`src/smf_pkg.sv`:
```
// Shared types and constants for the three-axis sliding median filter.
// No dependencies; every other file of the block imports this package.
`default_nettype none

package smf_pkg;

  // Window length per axis and sample width.
  localparam int WINDOW_LEN   = 5;
  localparam int SAMPLE_WIDTH = 32;

  // Each window element carries its age in samples; the oldest has WINDOW_LEN-1.
  localparam int AGE_W      = (WINDOW_LEN > 1) ? $clog2(WINDOW_LEN) : 1;
  localparam int MEDIAN_IDX = WINDOW_LEN / 2;

  typedef logic [AGE_W-1:0] age_t;

  localparam age_t AGE_OLDEST = age_t'(WINDOW_LEN - 1);

  typedef logic signed [SAMPLE_WIDTH-1:0] sample_t;

  // One request: a sample for each axis.
  typedef struct packed {
    sample_t sample_x;
    sample_t sample_y;
    sample_t sample_z;
  } smf_req_t;

  // One result: the median of each axis window.
  typedef struct packed {
    sample_t median_x;
    sample_t median_y;
    sample_t median_z;
  } smf_rsp_t;

  // What a cell shows to its neighbors.
  typedef struct packed {
    sample_t value;     // Stored sample.
    age_t    age;       // Age of the stored sample.
    logic    new_lt;    // The incoming sample orders before the stored one.
    logic    del_seen;  // The oldest element sits at or left of this cell.
  } smf_link_t;

endpackage

`default_nettype wire

```
`src/smf_cell.sv`:
```
// One cell of the sorted window: holds a sample and its age.
// Depends on smf_pkg; instantiated in a row by smf_axis.
`default_nettype none

module smf_cell import smf_pkg::*; (
  input  wire logic      clk_i,
  input  wire logic      rst_ni,
  input  wire logic      shift_i,
  input  wire sample_t   sample_i,
  input  wire age_t      init_age_i,
  input  wire smf_link_t left_i,
  input  wire smf_link_t right_i,
  output smf_link_t      link_o
);

  sample_t value_q, value_d;
  age_t    age_q, age_d;
  logic    new_lt;
  logic    is_oldest;
  logic    del_here_or_left;
  logic    prev_lt;
  sample_t prev_value;
  age_t    prev_age;

  // Local compare and deletion flags.
  assign new_lt           = sample_i < value_q;
  assign is_oldest        = (age_q == AGE_OLDEST);
  assign del_here_or_left = left_i.del_seen | is_oldest;

  // Element that sits just left of this place once the oldest is removed.
  always_comb begin
    if (left_i.del_seen) begin
      prev_lt    = new_lt;
      prev_value = value_q;
      prev_age   = age_q;
    end else begin
      prev_lt    = left_i.new_lt;
      prev_value = left_i.value;
      prev_age   = left_i.age;
    end
  end

  // Remove the oldest element and insert the new sample, keeping the row sorted.
  always_comb begin
    value_d = value_q;
    age_d   = age_q;
    if (del_here_or_left) begin
      if (prev_lt) begin
        value_d = prev_value;
        age_d   = prev_age + age_t'(1);
      end else if (right_i.new_lt) begin
        value_d = sample_i;
        age_d   = '0;
      end else begin
        value_d = right_i.value;
        age_d   = right_i.age + age_t'(1);
      end
    end else begin
      if (left_i.new_lt) begin
        value_d = left_i.value;
        age_d   = left_i.age + age_t'(1);
      end else if (new_lt) begin
        value_d = sample_i;
        age_d   = '0;
      end else begin
        value_d = value_q;
        age_d   = age_q + age_t'(1);
      end
    end
  end

  // Window starts as zeros with distinct ages so one element leaves per step.
  always_ff @(posedge clk_i or negedge rst_ni) begin
    if (!rst_ni) begin
      value_q <= '0;
      age_q   <= init_age_i;
    end else if (shift_i) begin
      value_q <= value_d;
      age_q   <= age_d;
    end
  end

  assign link_o.value    = value_q;
  assign link_o.age      = age_q;
  assign link_o.new_lt   = new_lt;
  assign link_o.del_seen = del_here_or_left;

endmodule

`default_nettype wire

```
`src/smf_axis.sv`:
```
// Sorted window of one axis: a row of smf_cell instances, ascending order.
// Depends on smf_pkg and smf_cell.
`default_nettype none

module smf_axis import smf_pkg::*; (
  input  wire logic    clk_i,
  input  wire logic    rst_ni,
  input  wire logic    shift_i,
  input  wire sample_t sample_i,
  output sample_t      median_o
);

  smf_link_t links     [WINDOW_LEN];
  smf_link_t left_link [WINDOW_LEN];
  smf_link_t right_link[WINDOW_LEN];

  // Row of cells; the ends see fixed boundary links.
  for (genvar i = 0; i < WINDOW_LEN; i++) begin : g_cell
    if (i == 0) begin : g_left_end
      assign left_link[i] = '{value: '0, age: '0, new_lt: 1'b0, del_seen: 1'b0};
    end else begin : g_left_inner
      assign left_link[i] = links[i-1];
    end
    if (i == WINDOW_LEN - 1) begin : g_right_end
      assign right_link[i] = '{value: '0, age: '0, new_lt: 1'b1, del_seen: 1'b0};
    end else begin : g_right_inner
      assign right_link[i] = links[i+1];
    end

    smf_cell u_cell (
      .clk_i      (clk_i),
      .rst_ni     (rst_ni),
      .shift_i    (shift_i),
      .sample_i   (sample_i),
      .init_age_i (age_t'(i)),
      .left_i     (left_link[i]),
      .right_i    (right_link[i]),
      .link_o     (links[i])
    );
  end

  assign median_o = links[MEDIAN_IDX].value;

  // Checking aids: one oldest element, ascending order.
  logic [WINDOW_LEN-1:0] oldest_vec;
  logic                  sorted_ok;

  always_comb begin
    sorted_ok = 1'b1;
    for (int k = 0; k < WINDOW_LEN; k++) begin
      oldest_vec[k] = (links[k].age == AGE_OLDEST);
    end
    for (int k = 0; k + 1 < WINDOW_LEN; k++) begin
      if (links[k].value > links[k+1].value) begin
        sorted_ok = 1'b0;
      end
    end
  end

  // Exactly one element is the oldest at all times.
  a_one_oldest: assert property (@(posedge clk_i) disable iff (!rst_ni)
    $onehot(oldest_vec))
    else $error("smf_axis: oldest element is not unique");

  // The row stays in ascending order.
  a_sorted: assert property (@(posedge clk_i) disable iff (!rst_ni)
    sorted_ok)
    else $error("smf_axis: window row out of order");

  // Without a shift the median holds.
  a_hold: assert property (@(posedge clk_i) disable iff (!rst_ni)
    !shift_i |=> $stable(median_o))
    else $error("smf_axis: median changed without a shift");

endmodule

`default_nettype wire

```
`src/sliding_median_filter_three_axis.sv`:
```
// Top level of the three-axis sliding median filter.
// Depends on smf_pkg and smf_axis.
`default_nettype none

// Each request carries one signed Q16.16 sample per axis. Every axis keeps a
// window of its last WINDOW_LEN samples, cleared to zero at reset, as a sorted
// row of cells; each request removes the oldest entry and inserts the new one
// together, and the result is the element at sorted index
// WINDOW_LEN/2 of each axis (the upper median for an even length). A request
// is taken every cycle while the result side does not stall; its result is
// valid in the cycle after acceptance. The cell row itself is the result
// register, so while a result is stalled the input is stalled too.
module sliding_median_filter_three_axis import smf_pkg::*; (
  input  wire logic     clk_i,
  input  wire logic     rst_ni,
  input  wire logic     in_valid_i,
  output logic          in_stall_o,
  input  wire smf_req_t in_req_i,
  output logic          out_valid_o,
  input  wire logic     out_stall_i,
  output smf_rsp_t      out_rsp_o
);

  logic out_valid_q, out_valid_d;
  logic accept;

  // Handshake: a new request may replace a result only once it is taken.
  assign in_stall_o  = out_valid_q & out_stall_i;
  assign accept      = in_valid_i & ~in_stall_o;
  assign out_valid_d = accept | (out_valid_q & out_stall_i);

  always_ff @(posedge clk_i or negedge rst_ni) begin
    if (!rst_ni) begin
      out_valid_q <= 1'b0;
    end else begin
      out_valid_q <= out_valid_d;
    end
  end

  // One sorted window per axis.
  smf_axis u_axis_x (
    .clk_i    (clk_i),
    .rst_ni   (rst_ni),
    .shift_i  (accept),
    .sample_i (in_req_i.sample_x),
    .median_o (out_rsp_o.median_x)
  );

  smf_axis u_axis_y (
    .clk_i    (clk_i),
    .rst_ni   (rst_ni),
    .shift_i  (accept),
    .sample_i (in_req_i.sample_y),
    .median_o (out_rsp_o.median_y)
  );

  smf_axis u_axis_z (
    .clk_i    (clk_i),
    .rst_ni   (rst_ni),
    .shift_i  (accept),
    .sample_i (in_req_i.sample_z),
    .median_o (out_rsp_o.median_z)
  );

  assign out_valid_o = out_valid_q;

  // An accepted request yields a result in the next cycle.
  a_result_follows: assert property (@(posedge clk_i) disable iff (!rst_ni)
    accept |=> out_valid_o)
    else $error("top: accepted request produced no result");

  // A stalled result is neither lost nor overwritten.
  a_stalled_holds: assert property (@(posedge clk_i) disable iff (!rst_ni)
    (out_valid_o && out_stall_i) |=> (out_valid_o && $stable(out_rsp_o)))
    else $error("top: stalled result changed");

  // A result without a preceding request is invented.
  a_no_spurious: assert property (@(posedge clk_i) disable iff (!rst_ni)
    (!accept && !(out_valid_o && out_stall_i)) |=> !out_valid_o)
    else $error("top: result valid without a request");

endmodule

`default_nettype wire

```
`config.mk`:
```
export PLATFORM = sky130hd
export DESIGN_NAME = sliding_median_filter_three_axis
export DESIGN_NICKNAME = d
export VERILOG_FILES = /design/src/smf_pkg.sv /design/src/smf_cell.sv /design/src/smf_axis.sv /design/src/sliding_median_filter_three_axis.sv
export SDC_FILE = /design/constraint.sdc
export NUM_CORES = 2
export LEC_CHECK = 0
export BUFFER_PORTS_ARGS = -buffer_cell sky130_fd_sc_hd__buf_2
export CORE_MARGIN = 2
export CORE_UTILIZATION = 45
export DETAILED_ROUTE_END_ITERATION = 16
export PLACE_DENSITY = 0.64
export SYNTH_ARGS = -nofsm -noshare
export SYNTH_HDL_FRONTEND = slang
export SYNTH_SLANG_ARGS = --single-unit
export TNS_END_PERCENT = 10
```
`constraint.sdc`:
```
create_clock -name clk_i -period 3.7 [get_ports clk_i]
set_input_delay 0.555 -clock clk_i [delete_from_list [all_inputs] [get_ports clk_i]]
set_output_delay 0.555 -clock clk_i [all_outputs]
set_load 0.005 [all_outputs]
```
-- Word level (Yosys, flattened, before mapping)
Cells that the tools add are included.
- bitwise gates (word level): 16
- magnitude comparators: 15
- mux-type cells: 144
- equal/unequal tests: 27
- $add $sub $neg: 27
- reduce and logical (&&, ||, !) cells: 18
- operators by type and width (kind ; number):
    2-to-1 mux 32 bit ; 66
    < comparator 32 bit ; 15
    2-to-1 mux 3 bit ; 66
    adder 3 x 1 -> 3 bit (second input constant) ; 27
    equality test 3 bit (second input constant) ; 15
    inequality test 3 bit (second input constant) ; 12
    AND reduction 2 bit ; 15
    OR 1 bit ; 13
    2-to-1 mux 1 bit ; 12
    nonzero test 2 bit ; 3
    AND 1 bit ; 2
    inverter 1 bit ; 1
- bits in registers: 526
- word-level logic and storage cells: 278
- bits of input ports: 100
- output and inout bits: 98

-- Depth between registers and ports, before layout
- depth after elaboration: 8
- mapped depth: 15
- depth with buffers taken out: 13

-- Least setup slack after synthesis
Ideal clock, no wire load.
- kind: input port to flip-flop
- start point: in in_req_i[81] (netlist name)
- end point: reg u_axis_x.g_cell[2].u_cell.value_q[10]
- slack: 162 ps
- required time: 3574 ps
- path buffers: 1
- arrival time: 3412 ps
- cell stages on the path: 10
- library setup time: 126 ps
- cells stage by stage: ha_1 > a21o_1 > a221o_1 > a221o_1 > or3_1 > nand3_1 > clkbuf_1 > mux2_2 > o221a_2 > a221o_1
- longest elaborated chain between the ends: 4
- elaborated cells between the ends (all ways): 11
- classes of those cells: order compare: 3; eq/ne: 1; mux: 6; reduce/logical: 1
- ends and longest elaborated chain (item ; RTL line ; source):
    from (decl) ; sliding_median_filter_three_axis.sv:18 ; input wire smf_req_t in_req_i,
    < comparator 32 bit ; smf_cell.sv:26 ; assign new_lt = sample_i < value_q;
    2-to-1 mux 1 bit, or another cell as far along ; smf_cell.sv:32 ; if (left_i.del_seen) begin
    inequality test 3 bit (no line), or another cell as far along ; - ;
    AND reduction 2 bit (no line) / 2-to-1 mux 32 bit (equally long branches) ; - ;
    to (signal assigned) ; smf_cell.sv:78 ; value_q <= value_d;
    to (decl) ; smf_cell.sv:16 ; sample_t value_q, value_d;
Parallel ways exist; a longest one is shown, timed or not.
A chain may end at the register's enable or synchronous reset.

-- Worst setup path after layout
- start point: reg u_axis_y.g_cell[1].u_cell.value_q[1]
- end point: reg u_axis_y.g_cell[2].u_cell.value_q[31]
- longest elaborated chain between the ends: 4
- elaborated cells between the ends (all ways): 7
- classes of those cells: order compare: 1; eq/ne: 1; mux: 4; reduce/logical: 1
- ends and longest elaborated chain (item ; RTL line):
    from (decl) ; smf_cell.sv:16
    from (signal assigned) ; smf_cell.sv:78
    < comparator 32 bit (*) ; smf_cell.sv:26
    2-to-1 mux 1 bit ; smf_cell.sv:32
    inequality test 3 bit (no line) / 2-to-1 mux 32 bit (equally long branches) ; -
    AND reduction 2 bit (no line) / 2-to-1 mux 32 bit (equally long branches) ; -
    to (signal assigned) ; smf_cell.sv:78
    to (decl) ; smf_cell.sv:16
Every way passes the cells marked *; elsewhere a longest branch is shown, timed or not.

==> flow_summary.ini <==
[worst_setup_path]
cpMostUsedCell = buf_4
crit_fanout = 4
required_ns = 4.22
regToRegSetupSlack_ns = 0.10
crit_chain = inv_1 > ha_1 > a2111o_1 > a32oi_1 > a211oi_2 > buf_4 > or4b_2 > a21boi_1 > buf_4 > o32ai_1 > a31oi_1 > mux2_2
cp_slowest_cell = or4b_2
end_kind = register
worst-setup-path-type = register to register
cp-start-kind = register
cp.arrival_ns = 4.12
critPathMaxStageDelay_ns = 0.71

[cells_and_area]
fin_nets = 6798
fin_cells = 7627
drive_above_1_share = 0.176
syn_to_final_growth_pct = 18.7
fillers = 9537

[timing]
fmax_mhz = 278
finalHoldViolCount = 0
rsz0062_at_grt = no
post-route-period-util = 0.972
skew_ns = 0.0252
slew_headroom = 0.262
worst_slew_pin_slew_ns = 1.10
drv_slew = 0
whs_ns = 0.236
period_minus_slack_ns = 3.60
final-setup-viol-count = 0

[synthesis]
yosys.area.top_type = dfrtp_1
synth_flop_cell = dfrtp_1
async_flop_share = 1.00
ys_ff_latch = 526
synth_common_cells = nand2_1 (642), o21ai_0 (536), inv_1 (522)
avgSynthCellArea_sq_um = 8.11
syn_area_sq_um = 47000
yosysMostFrequentCell = nand2_1
syn_inst = 5800
yosysWarnings = 0
syn_nets = 6407
synth_area_leaders = dfrtp_1 (27%), ha_1 (13%), mux2i_1 (7.4%), o21ai_0 (5.7%), a21oi_1 (5.5%)
ys_seq_area_frac = 0.280
netlist.area_leader.share = 0.272
synth.distinct_cells = 88
synth_edf_count = 0

[die]
dieWidth_microns = 327
coreArea_sq_um = 104000
dieArea_sq_um = 107000
dieHeight_microns = 327
boundaryPins = 198
start_util = 0.454
rows = 118

[global_routing]
gr-total-overflow = 0
grt_start_max_net_pins = 93
track_usage = 0.297
grt_pass1_wl_microns = 255000
antenna_found_initial = 6
first_global_vias = 44600

[clock_network]
htreeDepth = 3
cts_buffers = 72
cts_sinks = 526
clock_latency_ns = 0.64
cts-root-buf = clkbuf_16
clk_pin_slew_ns = 0.06
cts_tree = built
clockBufferDepth = 3

[detailed_routing]
route.detailed.drc = 0
drt_wl_total_microns = 163000
routedWlPerCell_microns = 21.4
vias_per_cell = 6.09
dr.first_iter.drc_count = 4492
vias = 46400
ant_nets = 0
dr.pass1.iters = 6

[place]
io_buffers = 197
gp_congestion = 0.917
dp_cells = 7492
dpl.hpwl_microns = 116000

[power]
power.internal_uw = 29700
ir_drop_uv = 718
sw_frac_of_total = 0.491
combPwrFrac = 0.681
power_switching_uw = 28600
power_uw = 58300
powerDensity_nw_per_um2 = 1040
pwr-share-clk = 0.122
seqPwrFrac = 0.197
p_leak_uw = 0.0264

[outcome]
outcome = finished clean

[worst_hold_path]
hp-class = input port to register

[flow_run]
drv_cap = 0
## through the flow
stage,worst slack (ns),TNS (ns),util,area (sq um)
2_1_floorplan,0.162,0,-,47000
3_3_place_gp,-0.435,-41.49,0.515,53400
3_5_place_dp,-0.484,-48.21,0.515,53400
4_1_cts,0.0212,0,0.537,55700
5_1_grt,0.00506,0,0.539,55900
6_report,0.103,0,0.539,55900
## layout by cell type, fill, tap and decap left out, drive strengths merged, types with 99 or more instances in the layout
cell type,synthesis,layout
a211o,101,101
a21oi,520,520
a221o,136,136
buf,179,782
clkbuf,288,110
dfrtp,511,511
ha,507,507
inv,522,525
mux2i,347,347
nand2,642,642
nor2,449,449
o21ai,581,581
o221ai,99,99
## sequential cells by signal, indices dropped and copies added (netlist names)
register	count
u_axis_z.g_cell.u_cell.age_q	15
out_valid_o	1
u_axis_y.g_cell.u_cell.value_q	160
u_axis_y.g_cell.u_cell.age_q	15
u_axis_x.g_cell.u_cell.value_q	160
u_axis_z.g_cell.u_cell.value_q	160
u_axis_x.g_cell.u_cell.age_q	15
## layout make-up
| class | count | area (sq um) | share of cell area |
|---|---|---|---|
| multi-input cells | 4285 | 30200 | 0.540 |
| clock inverters | 18 | 181 | 0.00325 |
| diodes | 3 | 7.51 | 0.000134 |
| repair buffers | 784 | 6520 | 0.117 |
| flip-flops and latches | 526 | 13200 | 0.236 |
| well taps | 1380 | 1730 | 0.0309 |
| inverters | 522 | 1960 | 0.0351 |
| clock buffers | 109 | 2120 | 0.0380 |
## power groups by stage
stage	combinational, uW	sequential (uW)	clock (uW)
after floorplan	25400	10600	0
after global placement	38100	11400	0
after detailed placement	38900	11500	0
after CTS	39000	11400	7210
after global routing	43500	11900	7410
final	39700	11500	7090
## timing repair
item	CTS	global route
gates cloned	0	1
endpoints found under the hold margin	47	0
pin swaps	0	5
buffers inserted	0	3
endpoints found under the setup margin	79	250
resized for setup	2	24
hold buffers	1	0
## metal layers
| layer | share of wire | vias up | wire length [microns] | track usage |
|---|---|---|---|---|
| li1 | - | 21900 | - | - |
| met1 | 0.43 | 22100 | 70200 | 0.401 |
| met2 | 0.45 | 1987 | 73000 | 0.470 |
| met3 | 0.080 | 392 | 13000 | 0.0504 |
| met4 | 0.043 | 6 | 7100 | 0.126 |
| met5 | 0.00029 | - | 47 | 0 |
## worst max-delay path, delay by kind of cell, from the launching register on
family / cells / cell delay (ns)
flip-flops: 1 / 0.40
buffers and inverters: 3 / 0.43
multiplexers: 1 / 0.27
AND/OR/NAND/NOR: 1 / 0.71
AO/OA/AOI/OAI: 6 / 1.38
adder cells (fa/ha/maj): 1 / 0.28
## path summary, 6_finish.rpt
check | startpoint | to | depth (start not counted)
worst max-delay path | u_axis_y.g_cell[1].u_cell.value_q[1] | u_axis_y.g_cell[2].u_cell.value_q[31] | 12
worst min-delay path | in_valid_i | out_valid_o | 2
worst max register to register | u_axis_y.g_cell[1].u_cell.value_q[1] | u_axis_y.g_cell[2].u_cell.value_q[31] | 12
worst min register to register | u_axis_y.g_cell[0].u_cell.value_q[23] | u_axis_y.g_cell[0].u_cell.value_q[23] | 2
max in group asynchronous | rst_ni | u_axis_z.g_cell[2].u_cell.value_q[7] | 3
min in group asynchronous | rst_ni | u_axis_z.g_cell[3].u_cell.value_q[26] | 2
## logic make-up (layout without fill, tap and decap cells)
logic type	Yosys count	count (layout)	synth area share
AOI/OAI and AO/OA	1938	1938	0.272
xor gates and xnor gates	27	27	0.00503
muxes	424	424	0.0923
and+or+nand+nor	1389	1389	0.126
DFF	526	526	0.280
other	0	3	0
adders and majority gates	507	507	0.135
buffers and inverters	989	1433	0.0893
(Power assumes the default switching activity.)
